[config.mk]
export PLATFORM = sky130hd
export DESIGN_NAME = button_short_long_press_detector_top
export DESIGN_NICKNAME = d
export VERILOG_FILES = /design/src/hw/rtl/bspd_pkg.sv /design/src/hw/rtl/bspd_key.sv /design/src/hw/rtl/button_short_long_press_detector_top.sv
export SDC_FILE = /design/constraint.sdc
export NUM_CORES = 1
export LEC_CHECK = 0
export BUFFER_PORTS_ARGS = -buffer_cell sky130_fd_sc_hd__buf_2
export CAP_MARGIN = 30
export CORE_ASPECT_RATIO = 1.1
export CORE_UTILIZATION = 60
export DETAILED_ROUTE_END_ITERATION = 8
export PLACE_DENSITY = 0.8
export SKIP_LAST_GASP = 1
export SLEW_MARGIN = 20
export SYNTH_ARGS = -nofsm -noshare
export SYNTH_HDL_FRONTEND = slang
export SYNTH_SLANG_ARGS = --single-unit
export TNS_END_PERCENT = 1
[constraint.sdc]
create_clock -name i_clk -period 14.1 [get_ports i_clk]
set_input_delay 3.525 -clock i_clk [delete_from_list [all_inputs] [get_ports i_clk]]
set_output_delay 3.525 -clock i_clk [all_outputs]
set_load 0.02 [all_outputs]
[src/hw/rtl/bspd_pkg.sv]
`timescale 1ns / 1ps

package bspd_pkg;

    // Field widths of one tick and one result
    localparam int unsigned KEY_W       = 2;
    localparam int unsigned TIME_W      = 32;
    localparam int unsigned CNT_W       = 8;
    localparam int unsigned IN_TDATA_W  = 40;
    localparam int unsigned OUT_TDATA_W = 8;
    localparam int unsigned OUT_PAD_W   = OUT_TDATA_W - 3 * KEY_W;

    localparam logic [CNT_W-1:0] CNT_MAX = {CNT_W{1'b1}};

    // Configuration register indexes
    localparam int unsigned CFG_IDX_W = 8;
    localparam logic [CFG_IDX_W-1:0] CFG_LONG_PRESS_TICKS = 8'd0;
    localparam logic [CFG_IDX_W-1:0] CFG_MIN_EVENT_GAP    = 8'd1;

    // Register values after reset
    localparam logic [CNT_W-1:0]  LONG_PRESS_TICKS_RST = 8'd20;
    localparam logic [TIME_W-1:0] MIN_EVENT_GAP_RST    = 32'd1000;

    // Outcome of one key on one tick
    typedef struct packed {
        logic short_press;
        logic long_hit;
        logic dropped;
    } t_key_evt;

endpackage

[src/hw/rtl/bspd_key.sv]
`timescale 1ns / 1ps

module bspd_key (
    input  logic                          i_clk,
    input  logic                          i_rst_n,
    input  logic                          i_en,
    input  logic                          i_level,
    input  logic [bspd_pkg::TIME_W-1:0]   i_now,
    input  logic [bspd_pkg::CNT_W-1:0]    i_long_ticks,
    input  logic [bspd_pkg::TIME_W-1:0]   i_min_gap,
    output bspd_pkg::t_key_evt            o_evt
);

    logic                        r_level;
    logic [bspd_pkg::CNT_W-1:0]  r_count;
    logic [bspd_pkg::TIME_W-1:0] r_time;

    logic                        n_level;
    logic [bspd_pkg::CNT_W-1:0]  n_count;
    logic [bspd_pkg::TIME_W-1:0] n_time;

    logic                        ev_short;
    logic                        ev_long;
    logic [bspd_pkg::TIME_W-1:0] diff;
    logic                        gap_ok;

    always_comb begin
        n_level  = i_level;
        n_count  = r_count;
        ev_short = 1'b0;
        ev_long  = 1'b0;
        if (i_level != r_level) begin
            if (!i_level) begin
                n_count = '0;
            end else if (r_count < i_long_ticks) begin
                ev_short = 1'b1;
            end
        end else if (!i_level && (r_count != bspd_pkg::CNT_MAX)) begin
            ev_long = (r_count == i_long_ticks);
            n_count = r_count + 1'b1;
        end
    end

    // Wrapping difference against the last accepted event
    assign diff   = i_now - r_time;
    assign gap_ok = (diff >= i_min_gap);
    assign n_time = ((ev_short || ev_long) && gap_ok) ? i_now : r_time;

    assign o_evt.short_press = ev_short && gap_ok;
    assign o_evt.long_hit    = ev_long && gap_ok;
    assign o_evt.dropped     = (ev_short || ev_long) && !gap_ok;

    always_ff @(posedge i_clk) begin
        if (!i_rst_n) begin
            r_level <= 1'b1;
            r_count <= '0;
            r_time  <= '0;
        end else if (i_en) begin
            r_level <= n_level;
            r_count <= n_count;
            r_time  <= n_time;
        end
    end

endmodule

[src/hw/rtl/button_short_long_press_detector_top.sv]
`timescale 1ns / 1ps
// Channel   | Dir | Handshake               | Payload
// ----------+-----+-------------------------+------------------------------------------
// s_axis    | in  | s_axis_tvalid/tready    | tdata: key_levels, timestamp (+6 pad bits)
// m_axis    | out | m_axis_tvalid/tready    | tdata: short_mask, long_mask,
//           |     |                         |        dropped_mask (+2 pad bits)
// cfg       | in  | i_cfg_valid/o_cfg_ready | i_cfg_index, i_cfg_data
//
// One tick per clock while the result side keeps up; a tick passes through the input register
// and then the result register, where its result beat is presented.
// The per-key compare, increment and 32-bit gap subtract sit between those two registers.
// Reset (i_rst_n low, synchronous) empties both stages, releases every key, clears hold
// counts and event times, and loads the register defaults.
// A stalled result beat holds the result register; the input register still takes a tick
// while it is empty, or while the result register is free or being emptied in the same cycle.
// Configuration writes are taken every cycle.

module button_short_long_press_detector_top #(
    parameter int unsigned KEY_COUNT = 2
) (
    input  logic                                i_clk,
    input  logic                                i_rst_n,
    // Tick in
    input  logic                                s_axis_tvalid,
    output logic                                s_axis_tready,
    // [1:0] key_levels, [33:2] timestamp, [39:34] zero
    input  logic [bspd_pkg::IN_TDATA_W-1:0]     s_axis_tdata,
    // Result out
    output logic                                m_axis_tvalid,
    input  logic                                m_axis_tready,
    // [1:0] short_mask, [3:2] long_mask, [5:4] dropped_mask, [7:6] zero
    output logic [bspd_pkg::OUT_TDATA_W-1:0]    m_axis_tdata,
    // Register writes
    input  logic                                i_cfg_valid,
    output logic                                o_cfg_ready,
    input  logic [bspd_pkg::CFG_IDX_W-1:0]      i_cfg_index,
    input  logic [bspd_pkg::TIME_W-1:0]         i_cfg_data
);

    localparam int unsigned KW = bspd_pkg::KEY_W;

    // Configuration registers
    logic [bspd_pkg::CNT_W-1:0]  r_long_ticks;
    logic [bspd_pkg::TIME_W-1:0] r_min_gap;

    assign o_cfg_ready = 1'b1;

    always_ff @(posedge i_clk) begin
        if (!i_rst_n) begin
            r_long_ticks <= bspd_pkg::LONG_PRESS_TICKS_RST;
            r_min_gap    <= bspd_pkg::MIN_EVENT_GAP_RST;
        end else if (i_cfg_valid && o_cfg_ready) begin
            case (i_cfg_index)
                bspd_pkg::CFG_LONG_PRESS_TICKS: r_long_ticks <= i_cfg_data[bspd_pkg::CNT_W-1:0];
                bspd_pkg::CFG_MIN_EVENT_GAP:    r_min_gap    <= i_cfg_data;
                default: ;
            endcase
        end
    end

    // Stage control: the result register frees up when empty or being taken,
    // the input register advances into it whenever it does.
    logic r_in_valid;
    logic r_out_valid;
    logic out_adv;
    logic in_adv;

    assign out_adv       = !r_out_valid || m_axis_tready;
    assign in_adv        = r_in_valid && out_adv;
    assign s_axis_tready = !r_in_valid || out_adv;

    // Input register
    logic [KW-1:0]               r_in_levels;
    logic [bspd_pkg::TIME_W-1:0] r_in_time;

    always_ff @(posedge i_clk) begin
        if (!i_rst_n) begin
            r_in_valid <= 1'b0;
        end else if (s_axis_tready) begin
            r_in_valid <= s_axis_tvalid;
        end
    end

    always_ff @(posedge i_clk) begin
        if (s_axis_tvalid && s_axis_tready) begin
            r_in_levels <= s_axis_tdata[KW-1:0];
            r_in_time   <= s_axis_tdata[KW +: bspd_pkg::TIME_W];
        end
    end

    // One lane per key; keys past the level field stay pressed
    bspd_pkg::t_key_evt evt [KEY_COUNT];

    for (genvar k = 0; k < KEY_COUNT; k++) begin : g_key
        logic lvl;
        if (k < KW) begin : g_in
            assign lvl = r_in_levels[k];
        end else begin : g_pressed
            assign lvl = 1'b0;
        end

        bspd_key u_key (
            .i_clk        (i_clk),
            .i_rst_n      (i_rst_n),
            .i_en         (in_adv),
            .i_level      (lvl),
            .i_now        (r_in_time),
            .i_long_ticks (r_long_ticks),
            .i_min_gap    (r_min_gap),
            .o_evt        (evt[k])
        );
    end

    // Gather the masks for the keys that have result bits
    logic [KW-1:0] short_m;
    logic [KW-1:0] long_m;
    logic [KW-1:0] drop_m;

    for (genvar k = 0; k < KW; k++) begin : g_mask
        if (k < KEY_COUNT) begin : g_used
            assign short_m[k] = evt[k].short_press;
            assign long_m[k]  = evt[k].long_hit;
            assign drop_m[k]  = evt[k].dropped;
        end else begin : g_absent
            assign short_m[k] = 1'b0;
            assign long_m[k]  = 1'b0;
            assign drop_m[k]  = 1'b0;
        end
    end

    // Result register
    logic [bspd_pkg::OUT_TDATA_W-1:0] r_out_data;

    always_ff @(posedge i_clk) begin
        if (!i_rst_n) begin
            r_out_valid <= 1'b0;
        end else if (out_adv) begin
            r_out_valid <= r_in_valid;
        end
    end

    always_ff @(posedge i_clk) begin
        if (in_adv) begin
            r_out_data <= {{bspd_pkg::OUT_PAD_W{1'b0}}, drop_m, long_m, short_m};
        end
    end

    assign m_axis_tvalid = r_out_valid;
    assign m_axis_tdata  = r_out_data;

endmodule

==> results.json <==
{
  "clk_slew_on_worst_s_h_paths_ns": 0.06,
  "max_slew_margin": 0.422,
  "largest_net_degree_at_the_start_of_global_routing": 95,
  "cpMostUsedCell": "buf_2",
  "cell_with_the_most_instances_after_synthesis": "nand2_1",
  "slowest_stage_cell_on_the_critical_path": "nor2b_1",
  "seqCellArea_sq_mm": 0.00368,
  "synth_area_leaders": "dfxtp_1 22%, ha_1 16%, edfxtp_1 11%, nand2_1 7.4%, mux2i_1 6.5%",
  "synth_area_per_cell_sq_um": 8.56,
  "die_area_sq_mm": 0.0193,
  "rsz_0062_raised_after_global_routing": "false",
  "clock_tree_from_tritoncts": "built",
  "worst_path_dominant_cell_family": "simple AND/OR/NAND/NOR gates",
  "min_period_over_period": 0.547,
  "synth-seq-cells": 164,
  "drt-pass1-iter-count": 5,
  "area_occupied_by_multi_input_gates_sq_mm": 0.00694,
  "grt_overflow": 0,
  "vias_in_the_first_global_route": 8940,
  "initial_core_util": 0.611,
  "post_synth_most_frequent_cells": "223 x nand2_1, 144 x ha_1, 124 x dfxtp_1, 124 x inv_1, 83 x a21oi_1",
  "route.detailed.vias_per_inst": 5.70,
  "timing_worst_slew_pin_value_ns": 0.865,
  "numClockSinks": 164,
  "worst-endpoint-required_ns": 10.57,
  "timing.reg2reg.setup_slack_ns": 8.64,
  "pins_over_slew_limit": 0,
  "post_cts.repair.setup_buffers": 0,
  "critPathBufInv": 2,
  "number_of_enable_flip_flop_cells_after_synthesis": 40,
  "cp_cell_sequence": "buf_2, nor2b_1, nand2_1, buf_2",
  "design.core.area_sq_mm": 0.0184,
  "ys_types": 64,
  "wire_per_inst_microns": 15.6,
  "diodes": 0,
  "power_density_mw_per_mm2": 91.9,
  "result_of_the_run": "complete, no violations",
  "yosysTopAreaCellShare": 0.220,
  "std_cell_rows": 52,
  "layout-area-overhead-vs-synth_pct": 10.6,
  "cts_htree_levels": 4,
  "drc": 0,
  "finalNetCount": 1623,
  "finalSetupViolCount": 0,
  "hold_path_stages": 2,
  "die_h_microns": 146,
  "critPathLaunchType": "input pin",
  "gp_congestion": 0.888,
  "gr-usage-all-layers": 0.277,
  "synth.yosys.seq_area_share": 0.327,
  "number_of_warnings_issued_by_yosys": 0,
  "p_leak_uw": 0.00508,
  "syn-instance-count": 1315,
  "vias": 9388,
  "clock-root-buffer": "clkbuf_16",
  "clock-skew-final_ns": 0.0119,
  "portbufs": 86,
  "finalInstanceArea_sq_mm": 0.0124,
  "die_width_microns": 133,
  "timing.hold.worst.class": "reg -> reg",
  "clockBufferDepth": 2,
  "wirelength_mm": 25.8,
  "worstRegToRegCells": 20,
  "cts.hold.buffers_added": 0,
  "detailed_placement_wirelength_estimate_mm": 19.6,
  "worstSetupPathDepth": 4,
  "detailedRoute.firstIterationViolations": 616,
  "io-pin-count": 96,
  "timing.critical_path.to_type": "output port",
  "route.antenna.remaining_nets": 0,
  "yosys.area.top_type": "dfxtp_1",
  "worst_skew_pair.late_latency_ns": 0.45,
  "setup_total_negative_slack_ns": 0,
  "vdd.ir_drop.worst_v": 0.0000916,
  "worst-path-max-fanout": 5,
  "finalCriticalPeriod_ns": 7.71,
  "synth_ff_type": "dfxtp_1",
  "cts_buffers": 17,
  "slowest_delay_ns": 0.29,
  "max_cap_violations": 0,
  "postPlaceCellArea_sq_mm": 0.0119,
  "antenna_found_initial": 0,
  "timing.setup.critical_path_class": "in -> out",
  "synth.cell_area_sq_mm": 0.0113,
  "grt_first_pass_wirelength_mm": 42.8,
  "cts.repair.resized": 0,
  "report.final.hold_viol_count": 0,
  "final_layout_size_suffix_gt1_frac": 0.0947,
  "postSynth.asyncResetShare": 0,
  "worstPathArrival_ns": 4.18,
  "number_of_filler_instances_in_the_final_layout": 1516,
  "final.hold.worst_slack_ns": 0.457,
  "timing.fmax_mhz": 130
}
-- flip-flops by register name, summed over array words and instances (netlist names) --
signal	count
g_key.u_key.r_count	16
r_long_ticks	8
g_key.u_key.r_level	2
r_in_time	32
r_min_gap	32
m_axis_tdata	6
g_key.u_key.r_time	64
r_in_levels	2
m_axis_tvalid	1
r_in_valid	1
-- per-stage QoR --
| step | utilization | setup WS, ns | std cells | power [uW] |
|---|---|---|---|---|
| 3_5_place_dp | 0.645 | 6.42 | 1615 | 706 |
| 4_1_cts | 0.675 | 6.42 | 1647 | 1150 |
| 6_report | 0.676 | 6.39 | 1648 | 1140 |
| 3_3_place_gp | 0.644 | 6.46 | 1614 | 701 |
| 2_1_floorplan | - | 6.65 | 1316 | 654 |
| 5_1_grt | 0.676 | 6.36 | 1648 | 1200 |
-- tightest hold or removal path: cells and delay by family, from the launching register on --
kind / cells / cell delay (ns)
flops: 1 / 0.31
simple gates: 1 / 0.05
mux: 1 / 0.05
-- cell usage in the layout (no fill, tap or decap), drive strengths merged, types with 14 or more instances in the layout --
master,Yosys,layout
clkbuf,27,18
nor2,61,61
o21a,16,16
o21ai,50,50
dfxtp,124,124
mux2i,73,73
a21o,38,38
ha,144,144
nor3,14,14
buf,9,93
edfxtp,40,40
inv,124,130
a21boi,32,32
a21oi,83,83
xnor2,40,40
nand2,223,223
xor2,29,29
nor2b,22,22
nand3,17,17
nand4,28,28
-- layout make-up --
class,instances,area share
Multi-Input combinational cell,992,0.558
Sequential cell,164,0.296
Timing Repair Buffer,93,0.0406
Inverter,124,0.0374
Clock buffer,18,0.0345
Tap cell,243,0.0244
Clock inverter,14,0.00955
-- power breakdown --
part | switching, uW | internal, uW | leakage [uW] | total (uW)
Sequential | 7.42 | 491 | 0.00139 | 498
Combinational | 116 | 86.3 | 0.00342 | 203
Clock | 213 | 230 | 0.000269 | 443
-- routing by layer --
metal | wire (microns) | part of all wire | GRT usage | vias up
li1 | - | - | - | 4764
met4 | 687 | 0.027 | 0.103 | 0
met3 | 1080 | 0.042 | 0.0380 | 49
met1 | 11700 | 0.46 | 0.357 | 4347
met5 | 0 | 0 | 0 | -
met2 | 12200 | 0.48 | 0.471 | 228
-- kinds of logic (layout without fill, tap and decap cells) --
logic type / after synthesis / after routing / synth area share
AND/OR/NAND/NOR: 411 / 411 / 0.166
AO/OA/AOI/OAI: 290 / 290 / 0.168
flip-flops: 164 / 164 / 0.327
buffers and inverters: 160 / 249 / 0.0567
adder cells (fa/ha/maj): 146 / 146 / 0.164
multiplexers: 73 / 73 / 0.0649
XOR/XNOR: 69 / 69 / 0.0537
other: 2 / 3 / 0.000667
-- final timing paths --
| path | from | to |
|---|---|---|
| worst min-delay path | g_key[1].u_key.r_time[18] | g_key[1].u_key.r_time[18] |
| worst min register to register | g_key[1].u_key.r_time[18] | g_key[1].u_key.r_time[18] |
| worst max register to register | r_in_time[0] | g_key[1].u_key.r_time[15] |
| worst max-delay path | m_axis_tready | s_axis_tready |
Power figures use the tool's default switching activity.
